--- src/rtl/cell_metric_anomaly_detector_top_macros.svh ---
// Assertion macros shared by the anomaly detector RTL.
// Used by the controller and the datapath; needs clk and rst in scope.
`ifndef CELL_METRIC_ANOMALY_DETECTOR_TOP_MACROS_SVH
`define CELL_METRIC_ANOMALY_DETECTOR_TOP_MACROS_SVH

// same-cycle implication, quiet during reset
`define CMAD_ASSERT_NOW(lbl, ante, cons, msg) \
  lbl: assert property (@(posedge clk) disable iff (rst) (ante) |-> (cons)) else $error(msg);

// next-cycle implication, quiet during reset
`define CMAD_ASSERT_NEXT(lbl, ante, cons, msg) \
  lbl: assert property (@(posedge clk) disable iff (rst) (ante) |=> (cons)) else $error(msg);

`endif

--- src/rtl/cmad_pkg.sv ---
// Shared types, codes and helpers of the cell metric anomaly detector.
// No dependencies.
`default_nettype none
package cmad_pkg;

  // register indexes of the configuration port
  typedef enum logic [2:0] {
    REG_PERIOD      = 3'd0,
    REG_SAT_CONFIRM = 3'd1,
    REG_BURST_THR   = 3'd2,
    REG_COLLAPSE    = 3'd3,
    REG_RECOVERY    = 3'd4
  } reg_idx_t;

  // alert kinds
  localparam logic [2:0] KIND_NONE   = 3'd0;
  localparam logic [2:0] KIND_UL_SAT = 3'd1;
  localparam logic [2:0] KIND_DL_SAT = 3'd2;
  localparam logic [2:0] KIND_STORM  = 3'd3;
  localparam logic [2:0] KIND_RADIO  = 3'd4;
  localparam logic [2:0] KIND_BURST  = 3'd5;

  // severity codes
  localparam logic [1:0] SEV_NONE     = 2'd0;
  localparam logic [1:0] SEV_WARNING  = 2'd1;
  localparam logic [1:0] SEV_CRITICAL = 2'd2;

  typedef enum logic [2:0] {
    ST_IDLE,
    ST_LOAD,
    ST_SCAN,
    ST_FLAT1,
    ST_FLAT2,
    ST_DECIDE
  } state_t;

  typedef struct packed {
    logic [15:0] window_ms;
    logic [31:0] saturation_confirm_ms;
    logic [4:0]  burst_on_threshold;
    logic [7:0]  collapse_confirm_windows;
    logic [31:0] recovery_confirm_ms;
  } cfg_t;

  typedef struct packed {
    logic capture;
    logic load;
    logic scan;
    logic flat1;
    logic flat2;
    logic decide;
  } cmd_t;

  typedef struct packed {
    logic scan_done;
    logic out_busy;
  } status_t;

  // saturating run counter, cleared when the condition drops
  function automatic logic [7:0] bump(input logic [7:0] c, input logic cond);
    logic [7:0] r;
    r = 8'd0;
    if (cond) r = (c != 8'hFF) ? c + 8'd1 : 8'hFF;
    return r;
  endfunction

  // elapsed time, negative differences read as zero
  function automatic logic [47:0] elapsed(input logic [47:0] now, input logic [47:0] then);
    logic [47:0] r;
    r = (now >= then) ? now - then : 48'd0;
    return r;
  endfunction

endpackage
`default_nettype wire

--- src/rtl/cmad_ctrl.sv ---
// Sequencer: capture, load, scan, flatline math, decide.
// Depends on cmad_pkg and the assertion macros header.
`default_nettype none
`include "cell_metric_anomaly_detector_top_macros.svh"
module cmad_ctrl
  import cmad_pkg::*;
(
  input  wire logic    clk,
  input  wire logic    rst,
  input  wire logic    in_valid,
  output logic         in_stall,
  input  wire status_t status,
  output cmd_t         cmd
);

  state_t state, state_next;

  always_ff @(posedge clk) begin
    if (rst) state <= ST_IDLE;
    else     state <= state_next;
  end

  // next state
  always_comb begin
    state_next = state;
    case (state)
      ST_IDLE:   if (in_valid) state_next = ST_LOAD;
      ST_LOAD:   state_next = ST_SCAN;
      ST_SCAN:   if (status.scan_done) state_next = ST_FLAT1;
      ST_FLAT1:  state_next = ST_FLAT2;
      ST_FLAT2:  state_next = ST_DECIDE;
      ST_DECIDE: if (!status.out_busy) state_next = ST_IDLE;
      default:   state_next = ST_IDLE;
    endcase
  end

  // commands
  always_comb begin
    cmd      = '0;
    in_stall = 1'b1;
    case (state)
      ST_IDLE: begin
        in_stall    = 1'b0;
        cmd.capture = in_valid;
      end
      ST_LOAD:   cmd.load   = 1'b1;
      ST_SCAN:   cmd.scan   = 1'b1;
      ST_FLAT1:  cmd.flat1  = 1'b1;
      ST_FLAT2:  cmd.flat2  = 1'b1;
      ST_DECIDE: cmd.decide = !status.out_busy;
      default: ;
    endcase
  end

  `CMAD_ASSERT_NEXT(a_capture_loads, cmd.capture, state == ST_LOAD, "capture did not load")
  `CMAD_ASSERT_NEXT(a_scan_ends, cmd.scan && status.scan_done, cmd.flat1, "scan overran")
  `CMAD_ASSERT_NEXT(a_decide_frees, cmd.decide, !in_stall, "input not freed after decide")

endmodule
`default_nettype wire

--- config.mk ---
export PLATFORM = sky130hd
export DESIGN_NAME = cmad_ctrl
export DESIGN_NICKNAME = d
export VERILOG_FILES = /design/src/rtl/cmad_pkg.sv /design/src/rtl/cmad_ctrl.sv
export VERILOG_INCLUDE_DIRS = /design/src /design/src/rtl
export SDC_FILE = /design/constraint.sdc
export NUM_CORES = 1
export LEC_CHECK = 0
export BUFFER_PORTS_ARGS = -buffer_cell sky130_fd_sc_hd__clkbuf_2
export CAP_MARGIN = 0
export CORE_AREA = 2 2 39 41
export DETAILED_ROUTE_END_ITERATION = 10
export DIE_AREA = 0 0 41 43
export REMOVE_ABC_BUFFERS = 1
export SYNTH_ARGS = -nofsm -noshare
export SYNTH_HDL_FRONTEND = slang
export SYNTH_SLANG_ARGS = --single-unit
--- constraint.sdc ---
create_clock -name clk -period 2.3 [get_ports clk]
set_input_delay 0.23 -clock clk [delete_from_list [all_inputs] [get_ports clk]]
set_output_delay 0.23 -clock clk [all_outputs]
set_load 0.02 [all_outputs]
==> results of run 1 <==
[metal layers]
layer  GRT usage (%)  wire (um)  vias to the layer above
li1                -          -                      106
met1            6.45        177                       88
met2            8.13        230                        7
met3            3.14         21                        2
met4            10.0         20                        0
met5               0          0                        -
[cells in the mapped netlist]
| cell | count | area, um2 |
|---|---|---|
| nor3_1 | 1 | 5.00 |
| nand2b_1 | 1 | 6.26 |
| dfxtp_1 | 3 | 60.1 |
| buf_6 | 1 | 11.3 |
| and3b_2 | 1 | 10.0 |
| or3_4 | 1 | 11.3 |
| nor3b_2 | 1 | 12.5 |
| inv_1 | 2 | 7.51 |
| a211o_1 | 1 | 8.76 |
| a31oi_1 | 1 | 6.26 |
| nand2_2 | 1 | 6.26 |
| nor3b_1 | 1 | 7.51 |
| nand2_1 | 2 | 7.51 |
| nor2_1 | 5 | 18.8 |
| xnor2_1 | 1 | 8.76 |
| a21oi_2 | 1 | 8.76 |
[through the flow]
step,instances,worst slack (ns),utilization [%],power (mW)
3_5_place_dp,50,1.04,18.8,0.140
2_1_floorplan,23,0.971,-,0.118
4_1_cts,54,0.778,20.7,0.240
3_3_place_gp,50,1.06,18.8,0.139
5_1_grt,54,0.712,20.7,0.255
6_report,54,0.790,20.7,0.236
[cells in the final DEF, fill, tap and decap left out]
cell type | Yosys | routed
clkbuf_2 | 0 | 11
nor2_1 | 5 | 5
clkbuf_4 | 0 | 3
dfxtp_1 | 3 | 3
inv_1 | 2 | 2
nand2_1 | 2 | 2
nor3b_2 | 1 | 1
nor3b_1 | 1 | 1
or3_4 | 1 | 1
and3b_2 | 1 | 1
nand2b_1 | 1 | 1
a31oi_1 | 1 | 1
xnor2_1 | 1 | 1
nor3_1 | 1 | 1
nand2_2 | 1 | 1
a211o_1 | 1 | 1
a21oi_2 | 1 | 1
clkbuf_1 | 0 | 1
[final timing paths]
kind | startpoint | end | slack, ns | cells after the start
hold reg to reg | state[1] | state[1] | 0.60 | 2
setup / recovery | state[0] | cmd[5] | 0.79 | 3
setup reg to reg | state[2] | state[2] | 1.24 | 3
hold / removal | rst | state[0] | 0.17 | 2
[cell families after synthesis]
group           share of synthesized area, %
compound gates                          12.1
flops                                   30.6
simple gates                            43.3
xor+xnor                                4.46
buf+inv                                 9.56
[power by group through the flow]
stage | combinational, mW | clock [mW] | sequential [mW]
after floorplan | 0.0496 | 0 | 0.0681
after global placement | 0.0692 | 0 | 0.0701
after detailed placement | 0.0694 | 0 | 0.0701
after CTS | 0.0698 | 0.101 | 0.0693
after global routing | 0.0766 | 0.108 | 0.0706
final | 0.0689 | 0.0976 | 0.0691
[cell type report]
type	instances	area, um2	share of cell area [%]
Sequential cell	3	60.1	21.0
Tap cell	16	20.0	6.99
Clock buffer	4	26.3	9.17
Timing Repair Buffer	11	55.1	19.2
Multi-Input combinational cell	18	118	41.0
Inverter	2	7.51	2.62
[worst max-delay path, cell delays in order (launching register included)]
cell	delay, ns
dfxtp_1	0.37
or3_4	0.41
nor2_1	0.09
clkbuf_2	0.17
==> flow_summary.ini, run 1 <==
[clock_tree]
post_cts_resized = 0
ctsHoldBuffers = 0
cts_setup_buffers = 0
clkSlewWorstSetupHoldPaths_ns = 0.04
insertion_delay_ns = 0.24
cts_htree_levels = 1
numCtsBuffers = 3
clock_path_buffers = 2
cts_root_buf = clkbuf_4
cts_tree = done
cts.sinks = 3

[setup_path]
worstPathRequired_ns = 2.07
criticalPathCategory = reg -> out
end_kind = output port
worstPathMaxFanout = 8
arrival_ns = 1.28
start_kind = flop

[drt]
drc = 0
drt-total-wl_um = 449
antenna_left = 0
post_drt_via_cell_ratio = 3.76
num_vias = 203
drt-initial-drc-count = 1
first_pass_iters = 2
routed_wire_length_per_instance_um = 8.31

[logic_synthesis]
seq_area_frac_synth_pct = 30.6
ys_ff_latch = 3
synth_area_per_cell_um2 = 8.18
synth_cell_types = 16
ys_warn_count = 0
syn-instance-count = 24
syn_area_um2 = 196

[pwr]
power.density_nw_per_um2 = 822
sw_frac_of_total_pct = 34.2
clock_power_share_pct = 41.4
p_sw_mw = 0.0806
pwr-share-comb_pct = 29.3
internal_power_mw = 0.155
power_frac_seq_pct = 29.3
leakage_nw = 0.136
irDropWorstVdd_mv = 0.121

[global_routing]
grt_usage_pct = 6.73
grt_pass1_wl_um = 696
gr-total-overflow = 0
antenna_found_initial = 0
grt_max_degree = 10
grt_pass1_vias = 189

[hold_path]
hp-class = in -> reg

[layout]
largest_reg_flops = 3
nFillCells = 160
largest-register = state
drive_gt1_share_pct = 50.0
largest_registers = state: 3 flops
nets = 44
final_cell_area_um2 = 287
insertedDiodeCount = 0
syn_to_final_growth_pct = 45.9

[timing]
worst_pin_slew_ns = 0.303
max_freq_ghz = 0.662
max_slew_margin_pct = 79.8
slew_violations = 0
hold_ws_ns = 0.175
rsz0062_at_grt = no
skew_ns = 0.000679
period_share_pct = 65.7
setup_tns_ns = 0
min_period_ns = 1.51
finalHoldViolCount = 0
setup_viol = 0

[placement]
gp_congestion = 0.587
port_buffers = 11
place_area_um2 = 260

[floorplanning]
die_w_um = 41
die_y_um = 43
fp.coreArea_um2 = 1380
initial_core_util_pct = 14.2
rows = 14
die_area_um2 = 1760
boundaryPins = 12

[job]
maxCapViolCount = 0

[run_status]
status = completed
Power figures use the tool's default switching activity.
==> run 2: changes to the inputs <==
- ABC_AREA: unset -> 1
- clock period: 2.3 -> 1.56 ns (I/O delays scaled with it)
==> run 2 against run 1 <==
  * Final cell count up 17%
  * Design area up 12%
  * Core utilization increased by 2.4 points
  * Clock skew hardly changed
  * Die area stayed put
  * Total power increased by 54%
  * Synthesized area rose by 11%
  * Setup slack got worse by 0.55 ns
  * Clock-buffer cell count unchanged
  * Sequential share of layout area shrank 2.2 points
  * Largest power group unchanged
==> flow_summary.ini, run 2 <==
[timing]
setup_tns_ns = 0
hold_ws_ns = 0.129
period_share_pct = 84.8
skew_ns = 0.000476
finalHoldViolCount = 0
fin_ws_ns = 0.238
rsz0062_at_grt = no
worst_pin_slew_ns = 0.269
setup_viol = 0
max_slew_margin_pct = 82.0
min_period_ns = 1.32
slew_violations = 0
max_freq_ghz = 0.756

[layout]
largest_registers = state: 3 flops
insertedDiodeCount = 0
nFillCells = 168
regArea_um2 = 60.1
multi_input_area_um2 = 125
final_cell_mix = 11 x clkbuf_2, 6 x nor2_1, 5 x nor3_2, 5 x inv_1, 4 x inv_2
largest_reg_flops = 3
syn_to_final_growth_pct = 46.3
largest-register = state
nets = 53
drive_gt1_share_pct = 55.3
layout_commonest_cell = clkbuf_2

[pwr]
power.density_nw_per_um2 = 1130
power_mw = 0.362
leakage_nw = 0.178
irDropWorstVdd_mv = 0.263

[drt]
drt-total-wl_um = 468
drt-initial-drc-count = 2
num_vias = 238
antenna_left = 0
first_pass_iters = 3
drc = 0
post_drt_via_cell_ratio = 3.78
routed_wire_length_per_instance_um = 7.43

[logic_synthesis]
synth_common_cells = 6 x nor2_1, 5 x inv_1, 5 x nor3_2
synth_area_per_cell_um2 = 6.84
ys_warn_count = 0
seq_area_frac_synth_pct = 27.4
synth-async-reset-ratio_pct = 0
yosysMostFrequentCell = nor2_1
synth_cell_types = 10
synth.area.top_cells = dfxtp_1 27%, nor3_2 23%, nor2_1 10%, inv_1 8.6%, nand3_1 6.9%
ys_ff_latch = 3
synth-edff-count = 0
synth.top_cell.area_share_pct = 27.4
syn-instance-count = 32
syn_area_um2 = 219
yosys.area.top_type = dfxtp_1
synthFlopType = dfxtp_1

[setup_path]
end_kind = output port
worstPathRequired_ns = 1.40
worstPathMaxFanout = 6
criticalPathCategory = reg -> out
critPathLaunch = state[2]
start_kind = flop
r2r_start = state[1]
arrival_ns = 1.17

[floorplanning]
rows = 14
die_w_um = 41
initial_core_util_pct = 15.8
boundaryPins = 12
die_area_um2 = 1760
fp.coreArea_um2 = 1380
die_y_um = 43

[global_routing]
grt_pass1_vias = 214
grt_pass1_wl_um = 703
grt_max_degree = 8
grt_usage_pct = 6.63
antenna_found_initial = 0
gr-total-overflow = 0

[placement]
dp_hpwl_um = 401
gp_congestion = 0.597
port_buffers = 11
pre_cts_slack_ns = 0.466

[job]
maxCapViolCount = 0

[hold_path]
hp-class = in -> reg
min_from = rst

[clock_tree]
cts_tree = done
clock_path_buffers = 2
numCtsBuffers = 3
cts_htree_levels = 1
ctsHoldBuffers = 0
insertion_delay_ns = 0.23
clkSlewWorstSetupHoldPaths_ns = 0.04
cts.sinks = 3
post_cts_resized = 0
cts_root_buf = clkbuf_4
cts_setup_buffers = 0

[run_status]
status = completed
==> run 2: path summary, 6_finish.rpt <==
kind	to	slack, ns	cells after the start
min reg2reg	state[1]	0.68	3
max	cmd[1]	0.24	3
max reg2reg	state[2]	0.54	5
min	state[2]	0.13	2
==> run 2: layer usage <==
layer / GRT usage, % / routed length [um]
met2: 10.0 / 246
met5: 0 / 0
met3: 3.14 / 40
met1: 5.14 / 173
met4: 8.00 / 8
==> run 2: logic make-up after synthesis <==
family	after synthesis	share of synthesized area (%)
AOI/OAI and AO/OA	2	8.00
buffers and inverters	9	15.4
DFF	3	27.4
and+or+nand+nor	18	49.1
==> run 2: worst max-delay path, stage by stage, from the launching register on <==
cell and delay [ns]:
dfxtp_1 0.46, inv_2 0.09, nor3_2 0.17, clkbuf_2 0.21
==> run 2: area by class of cell <==
cell class              instances  share of cell area (%)
inverters                       9                    10.5
repair buffers                 11                    17.2
flip-flops and latches          3                    18.8
multi-input cells              20                    39.1
well taps                      16                    6.25
clock buffers                   4                    8.20
==> run 2: power breakdown <==
part           internal (mW)  total (mW)  leakage [nW]  switching (mW)
Clock                 0.0958       0.135        0.0150          0.0388
Sequential            0.0871       0.106        0.0247          0.0185
Combinational         0.0426       0.122         0.138          0.0791
==> run 2: stage by stage <==
stage | area, um2 | std cells | util (%)
final | 320 | 63 | 23.1
after global routing | 320 | 63 | 23.1
after floorplan | 219 | 32 | -
after CTS | 320 | 63 | 23.1
after detailed placement | 294 | 59 | 21.2
after global placement | 294 | 59 | 21.2
