## src/rtl/cell_metric_anomaly_detector_top_macros.svh

```systemverilog
// Assertion macros shared by the anomaly detector RTL.
// Used by the controller and the datapath; needs clk and rst in scope.
`ifndef CELL_METRIC_ANOMALY_DETECTOR_TOP_MACROS_SVH
`define CELL_METRIC_ANOMALY_DETECTOR_TOP_MACROS_SVH

// same-cycle implication, quiet during reset
`define CMAD_ASSERT_NOW(lbl, ante, cons, msg) \
  lbl: assert property (@(posedge clk) disable iff (rst) (ante) |-> (cons)) else $error(msg);

// next-cycle implication, quiet during reset
`define CMAD_ASSERT_NEXT(lbl, ante, cons, msg) \
  lbl: assert property (@(posedge clk) disable iff (rst) (ante) |=> (cons)) else $error(msg);

`endif

```

## src/rtl/cmad_pkg.sv

```systemverilog
// Shared types, codes and helpers of the cell metric anomaly detector.
// No dependencies.
`default_nettype none
package cmad_pkg;

  // register indexes of the configuration port
  typedef enum logic [2:0] {
    REG_PERIOD      = 3'd0,
    REG_SAT_CONFIRM = 3'd1,
    REG_BURST_THR   = 3'd2,
    REG_COLLAPSE    = 3'd3,
    REG_RECOVERY    = 3'd4
  } reg_idx_t;

  // alert kinds
  localparam logic [2:0] KIND_NONE   = 3'd0;
  localparam logic [2:0] KIND_UL_SAT = 3'd1;
  localparam logic [2:0] KIND_DL_SAT = 3'd2;
  localparam logic [2:0] KIND_STORM  = 3'd3;
  localparam logic [2:0] KIND_RADIO  = 3'd4;
  localparam logic [2:0] KIND_BURST  = 3'd5;

  // severity codes
  localparam logic [1:0] SEV_NONE     = 2'd0;
  localparam logic [1:0] SEV_WARNING  = 2'd1;
  localparam logic [1:0] SEV_CRITICAL = 2'd2;

  typedef enum logic [2:0] {
    ST_IDLE,
    ST_LOAD,
    ST_SCAN,
    ST_FLAT1,
    ST_FLAT2,
    ST_DECIDE
  } state_t;

  typedef struct packed {
    logic [15:0] window_ms;
    logic [31:0] saturation_confirm_ms;
    logic [4:0]  burst_on_threshold;
    logic [7:0]  collapse_confirm_windows;
    logic [31:0] recovery_confirm_ms;
  } cfg_t;

  typedef struct packed {
    logic capture;
    logic load;
    logic scan;
    logic flat1;
    logic flat2;
    logic decide;
  } cmd_t;

  typedef struct packed {
    logic scan_done;
    logic out_busy;
  } status_t;

  // saturating run counter, cleared when the condition drops
  function automatic logic [7:0] bump(input logic [7:0] c, input logic cond);
    logic [7:0] r;
    r = 8'd0;
    if (cond) r = (c != 8'hFF) ? c + 8'd1 : 8'hFF;
    return r;
  endfunction

  // elapsed time, negative differences read as zero
  function automatic logic [47:0] elapsed(input logic [47:0] now, input logic [47:0] then);
    logic [47:0] r;
    r = (now >= then) ? now - then : 48'd0;
    return r;
  endfunction

endpackage
`default_nettype wire

```

## src/rtl/cmad_regs.sv

```systemverilog
// Configuration register file on the APB-style port.
// Depends on cmad_pkg.
`default_nettype none
module cmad_regs
  import cmad_pkg::*;
(
  input  wire logic        clk,
  input  wire logic        rst,
  input  wire logic        psel,
  input  wire logic        penable,
  input  wire logic        pwrite,
  input  wire logic [4:0]  paddr,
  input  wire logic [31:0] pwdata,
  output logic [31:0]      prdata,
  output logic             pready,
  output cfg_t             cfg
);

  logic     wr_en;
  reg_idx_t idx;

  assign pready = 1'b1;
  assign wr_en  = psel && penable && pwrite;
  assign idx    = reg_idx_t'(paddr[4:2]);

  // write the addressed register, ignore unknown indexes
  always_ff @(posedge clk) begin
    if (rst) begin
      cfg.window_ms                <= 16'd100;
      cfg.saturation_confirm_ms    <= 32'd30000;
      cfg.burst_on_threshold       <= 5'd4;
      cfg.collapse_confirm_windows <= 8'd5;
      cfg.recovery_confirm_ms      <= 32'd5000;
    end else if (wr_en) begin
      case (idx)
        REG_PERIOD:      cfg.window_ms                <= pwdata[15:0];
        REG_SAT_CONFIRM: cfg.saturation_confirm_ms    <= pwdata;
        REG_BURST_THR:   cfg.burst_on_threshold       <= pwdata[4:0];
        REG_COLLAPSE:    cfg.collapse_confirm_windows <= pwdata[7:0];
        REG_RECOVERY:    cfg.recovery_confirm_ms      <= pwdata;
        default: ;
      endcase
    end
  end

  // read back
  always_comb begin
    case (idx)
      REG_PERIOD:      prdata = {16'd0, cfg.window_ms};
      REG_SAT_CONFIRM: prdata = cfg.saturation_confirm_ms;
      REG_BURST_THR:   prdata = {27'd0, cfg.burst_on_threshold};
      REG_COLLAPSE:    prdata = {24'd0, cfg.collapse_confirm_windows};
      REG_RECOVERY:    prdata = cfg.recovery_confirm_ms;
      default:         prdata = 32'd0;
    endcase
  end

endmodule
`default_nettype wire

```

## config.mk

```make
export PLATFORM = sky130hd
export DESIGN_NAME = cmad_regs
export DESIGN_NICKNAME = d
export VERILOG_FILES = /design/src/rtl/cell_metric_anomaly_detector_top_macros.svh /design/src/rtl/cmad_pkg.sv /design/src/rtl/cmad_regs.sv
export SDC_FILE = /design/constraint.sdc
export NUM_CORES = 1
export LEC_CHECK = 0
export ABC_AREA = 1
export BUFFER_PORTS_ARGS = -buffer_cell sky130_fd_sc_hd__buf_2
export CELL_PAD_IN_SITES_DETAIL_PLACEMENT = 0
export CELL_PAD_IN_SITES_GLOBAL_PLACEMENT = 1
export CORE_MARGIN = 4
export CORE_UTILIZATION = 36
export CTS_BUF_LIST = sky130_fd_sc_hd__clkbuf_16
export DETAILED_ROUTE_END_ITERATION = 6
export PLACE_DENSITY_LB_ADDON = 0.05
export RECOVER_POWER = 50
export REMOVE_ABC_BUFFERS = 1
export SLEW_MARGIN = 25
export SYNTH_ARGS = -nofsm -noshare
export SYNTH_HDL_FRONTEND = slang
export SYNTH_SLANG_ARGS = --single-unit
```

## constraint.sdc

```tcl
create_clock -name clk -period 3.7 [get_ports clk]
set_input_delay 0.925 -clock clk [delete_from_list [all_inputs] [get_ports clk]]
set_output_delay 0.925 -clock clk [all_outputs]
set_load 0.05 [all_outputs]
```

==> flow_summary.ini, run 1 <==
[routing]
drcViolationCount = 0
vias_per_cell = 4.64
drtIter0Drc = 277
drtPass1Iterations = 4
totalWireLength_mm = 14.3
num_vias = 4744
post_drt_wl_per_cell_um = 14.0
ant_nets = 0

[setup_path]
r2r_cells = 2
path_max_fanout = 42
ff2ff_setup_slack_ns = 3.08
critical_path_class = primary input to output pin
worstPathArrival_ns = 2.31
crit_path_start = paddr[3]
end_kind = output pin
reg2reg_to = cfg[81]
r2r_start = cfg[81]
critPathRequiredTime_ns = 2.77
cp-endpoint = prdata[5]
crit_path_start_kind = primary input

[power]
p_sw_uw = 583
p_leak_uw = 0.00268
p_sw_share_pct = 26.8
p_int_uw = 1590
power_density_nw_per_um2 = 391
total_power_uw = 2170
clock_power_share_pct = 40.2
p_comb_share_pct = 12.6
p_seq_share_pct = 47.2
peakVddDrop_v = 0.000197

[placement]
dp_slack_ns = 0.465
port_buffers = 164
hpwl_mm = 9.53
place_congestion = 0.794

[clock_network]
insertion_delay_ns = 0.34
htree_levels = 3
cts-root-buf = clkbuf_16
cts-hold-fix-buffers = 0
cts-resized-gates = 0
cts_tree = yes
clk_pin_slew_ns = 0.06
cts_sinks = 93
post_cts_buffers = 0
numCtsBuffers = 9
cts_buffer_depth = 2

[timing]
final.setup.tns_ns = 0
rsz0062_at_grt = no
max_slew_margin_pct = 23.7
setup_violations = 0
hold_viol_final = 0
setup_ws_ns = 0.460
clock-skew-final_ns = 0
maxSlewViolCount = 0
tightestPinTransition_ns = 1.14
period_minus_slack_ns = 3.24
finalCritPeriodShare_pct = 87.6
fmax_mhz = 309

[final_layout]
drive_above_1_share_pct = 13.1
final_common_cell = nand2_1
antenna_cells = 0
fill_cells = 1409
largest_reg_flops = 93
multi_input_area_um2 = 2190
final_cell_mix = nand2_1 (239), nor2_1 (160), nand3_1 (104)
regArea_um2 = 1860
reg_top3 = cfg (93)
area_growth_syn_to_layout_pct = 23.6
regMostFlops = cfg
final_net_count = 895

[yosys]
synth.distinct_cells = 20
yosys_warnings = 0
synthCells = 709
ys_ff_latch = 93
syn_avg_cell_area_um2 = 6.34
synth-seq-area-share_pct = 41.4
synth_area_um2 = 4500

[hold_path]
hold_path_class = flop to flop

[global_routing]
grt_use_total_pct = 20.1
grt_pass1_wl_mm = 23.1
grt_max_degree = 72
grt_pass1_vias = 4455
grt-ovfl-total = 0
antenna_found_initial = 1

[die]
io_pins = 168
core_um2 = 12100
die_area_um2 = 14300
num_rows = 40
die_x_um = 120
die_h_um = 120
initial_core_util_pct = 37.1

[job]
drv_cap = 0

[run_status]
outcome = finished, final reports clean
==> how the worst min path moves through the flow <==
| stage | end | slack, ns | start | cells past startpoint |
|---|---|---|---|---|
| finish | cfg[3] | 0.48 | cfg[3] | 2 |
| global placement | cfg[9] | 0.46 | cfg[9] | 2 |
| detailed placement | cfg[3] | 0.46 | cfg[3] | 2 |
| floorplan | cfg[32] | 0.70 | cfg[32] | 2 |
| CTS | cfg[3] | 0.48 | cfg[3] | 2 |
| global route | cfg[32] | 0.51 | cfg[32] | 2 |
==> stage by stage <==
stage | instance area, um2 | std cells | util, % | hold slack (ns)
after global placement | 5410 | 1010 | 44.7 | 0.461
after floorplan | 4260 | 667 | - | 0.698
after CTS | 5680 | 1023 | 46.9 | 0.481
after detailed placement | 5410 | 1010 | 44.7 | 0.464
after global routing | 5560 | 1023 | 45.9 | 0.513
final | 5560 | 1023 | 45.9 | 0.480
==> Yosys cell counts <==
cell type,n,area (um2)
nand2_1,239,897
buf_4,9,67.6
nand3_1,103,515
dfxtp_1,93,1860
nand3_2,2,20.0
o21ai_0,1,5.00
nor2_4,6,67.6
nor2_2,1,6.26
nor2_1,160,601
inv_1,48,180
inv_4,1,6.26
nand2_2,1,6.26
nor2_8,1,20.0
buf_2,18,90.1
buf_6,3,33.8
inv_2,2,7.51
nand3_4,1,17.5
nand4_1,7,43.8
clkbuf_1,12,45.0
conb_1,1,3.75
==> logic make-up (layout without fill, tap and decap cells) <==
family / Yosys count / in the layout / synth area share [%]
other: 1 / 1 / 0.0834
and+or+nand+nor: 521 / 521 / 48.8
DFF: 93 / 93 / 41.4
AOI/OAI and AO/OA: 1 / 1 / 0.111
buffers and inverters: 93 / 239 / 9.57
==> layout make-up <==
| cell class | instances | share of cell area (%) |
|---|---|---|
| multi-input combinational | 523 | 39.4 |
| sequential | 93 | 33.5 |
| timing repair buffer | 175 | 15.0 |
| clock buffer | 9 | 4.05 |
| tap | 168 | 3.78 |
| inverter | 51 | 3.49 |
| clock inverter | 4 | 0.766 |
==> power by group through the flow <==
stage,Sequential [uW],Combinational [uW],Clock (uW)
finish,1020,273,872
global route,1030,300,944
CTS,1020,281,903
detailed placement,1050,280,0
global placement,1050,277,0
floorplan,1090,140,0
==> critical path, stage by stage <==
cell     delay, ns
buf_2         0.21
inv_1         0.18
nand2_2       0.12
nor2_4        0.13
buf_12        0.23
nand2_1       0.08
nand2_1       0.06
inv_1         0.03
nand2_1       0.05
buf_2         0.26
==> metal layers <==
metal | wire, um | GRT usage [%] | up-vias
met4 | 181 | 6.37 | 2
met2 | 6810 | 33.1 | 139
li1 | - | - | 2456
met5 | 12 | 0 | -
met1 | 6310 | 25.9 | 2132
met3 | 976 | 4.90 | 15
Note: power is estimated with default switching activity, not from simulation.
==> run 2, diff against run 1 <==
- PLACE_DENSITY: unset -> 0.84
- PLACE_DENSITY_LB_ADDON: 0.05 -> unset
- REMOVE_ABC_BUFFERS: 1 -> unset
==> run 2 against run 1 <==
  * Worst hold slack improved by 0.0061 ns
  * Combinational power barely moved
  * Global-route usage fell by 0.72 points
  * Final area fell by 0.54%
  * Fmax fell by 2.1%
  * Critical path depth fell by 2
==> flow_summary.ini, run 2 (same netlist as run 1, synthesis figures left out) <==
[clock_network]
numCtsBuffers = 9
cts_buffer_depth = 2
htree_levels = 3
cts_tree = yes
post_cts_buffers = 0
clk_pin_slew_ns = 0.06
cts-resized-gates = 0
cts-hold-fix-buffers = 0
cts-root-buf = clkbuf_16
insertion_delay_ns = 0.33
cts_sinks = 93

[routing]
ant_nets = 0
totalWireLength_mm = 14.4
post_drt_wl_per_cell_um = 14.1
drtIter0Drc = 324
num_vias = 4807
drtPass1Iterations = 5
drcViolationCount = 0
vias_per_cell = 4.70

[setup_path]
crit_path_start_kind = primary input
ff2ff_setup_slack_ns = 3.02
cp-endpoint = prdata[2]
worstPathCellList = buf_2 > clkbuf_1 > nor2_1 > nand3_1 > nand2_1 > nor2_1 > nand2_1 > buf_2
cp_top_family = simple AND/OR/NAND/NOR gates
cpMaxStageDelayCell = nor2_1
slowest_delay_ns = 0.52
worstPathArrival_ns = 2.38
r2r_cells = 2
critPathRequiredTime_ns = 2.77
worst-path-stages = 8
crit_path_start = paddr[3]
end_kind = output pin
path_buf_inv = 3
r2r_start = cfg[81]
path_max_fanout = 10
critical_path_class = primary input to output pin
reg2reg_to = cfg[81]

[final_layout]
regMostFlops = cfg
design_area_um2 = 5530
final_cell_mix = nand2_1 (239), nor2_1 (163), nand3_1 (104)
reg_top3 = cfg (93)
final_common_cell = nand2_1
area_growth_syn_to_layout_pct = 22.9
antenna_cells = 0
largest_reg_flops = 93
drive_above_1_share_pct = 12.2
final_net_count = 893

[power]
clock_power_share_pct = 38.9
p_sw_uw = 600
peakVddDrop_v = 0.000195
p_sw_share_pct = 28.2
p_seq_share_pct = 48.2
power_density_nw_per_um2 = 385
p_int_uw = 1530
p_comb_share_pct = 12.9
p_leak_uw = 0.00263

[die]
die_h_um = 120
core_um2 = 12100
io_pins = 168
die_x_um = 120
die_area_um2 = 14300
initial_core_util_pct = 37.1
num_rows = 40

[timing]
final.setup.tns_ns = 0
setup_violations = 0
maxSlewViolCount = 0
hold_viol_final = 0
whs_ns = 0.486
clock-skew-final_ns = 0
period_minus_slack_ns = 3.31
finalCritPeriodShare_pct = 89.4
fmax_mhz = 302
max_slew_margin_pct = 8.57
tightestPinTransition_ns = 1.37
rsz0062_at_grt = no

[placement]
port_buffers = 164
placed_area_um2 = 5420
place_congestion = 0.827
hpwl_mm = 9.85

[global_routing]
grt_pass1_vias = 4341
grt-ovfl-total = 0
grt_pass1_wl_mm = 22.7
grt_max_degree = 52
antenna_found_initial = 0
grt_use_total_pct = 19.4

[hold_path]
whs_path_depth = 2
hold_path_class = flop to flop

[run_status]
outcome = finished, final reports clean

[yosys]
synthesis.nets = 751

[job]
drv_cap = 0
[run 2: cell types whose count changed in the layout (fill, tap and decap cells not counted), sizes merged]
cell / previous run / this run
bufinv: 1 / 0
clkbuf: 97 / 103
buf: 87 / 79
clkinv: 3 / 6
[run 2: area by class of cell]
class                      instances  area (um2)
timing repair buffer             173         831
tap                              168         210
clock inverter                     6        31.3
fill                            1343        6590
clock buffer                       9         225
inverter                          51         194
multi-input combinational        523        2170
sequential                        93        1860
[run 2: through the flow]
stage          total power (uW)  setup slack (ns)  std cells  utilization (%)
2_1_floorplan              1250             0.710        709                -
3_3_place_gp               1330             0.436       1008             44.8
3_5_place_dp               1330             0.434       1008             44.8
4_1_cts                    2160             0.424       1023             46.9
5_1_grt                    2210             0.192       1023             45.6
6_report                   2130             0.392       1023             45.6
[run 2: layer usage]
layer | wire, um | track usage, % | up-vias | share of wire (%)
li1 | - | - | 2454 | -
met3 | 902 | 3.58 | 12 | 6.3
met2 | 6460 | 31.5 | 155 | 45
met5 | 0 | 0 | - | 0
met4 | 195 | 5.87 | 0 | 1.4
met1 | 6830 | 26.1 | 2186 | 47
[run 2: worst min path at each step]
stage,startpoint,to,slack [ns]
finish,cfg[53],cfg[53],0.49
global route,cfg[9],cfg[9],0.52
CTS,cfg[53],cfg[53],0.49
detailed placement,cfg[53],cfg[53],0.47
global placement,cfg[9],cfg[9],0.46
floorplan,cfg[32],cfg[32],0.70
[run 2: worst register-to-register path, cell delays in order (launching register included)]
cell and delay (ns):
dfxtp_1 0.41, nor2_1 0.07, nor2_1 0.14
[run 2: power by group through the flow]
stage | combinational (uW) | clock [uW] | sequential (uW)
4_1_cts | 283 | 848 | 1020
3_3_place_gp | 281 | 0 | 1050
3_5_place_dp | 282 | 0 | 1050
2_1_floorplan | 156 | 0 | 1090
6_report | 275 | 827 | 1020
5_1_grt | 300 | 886 | 1030
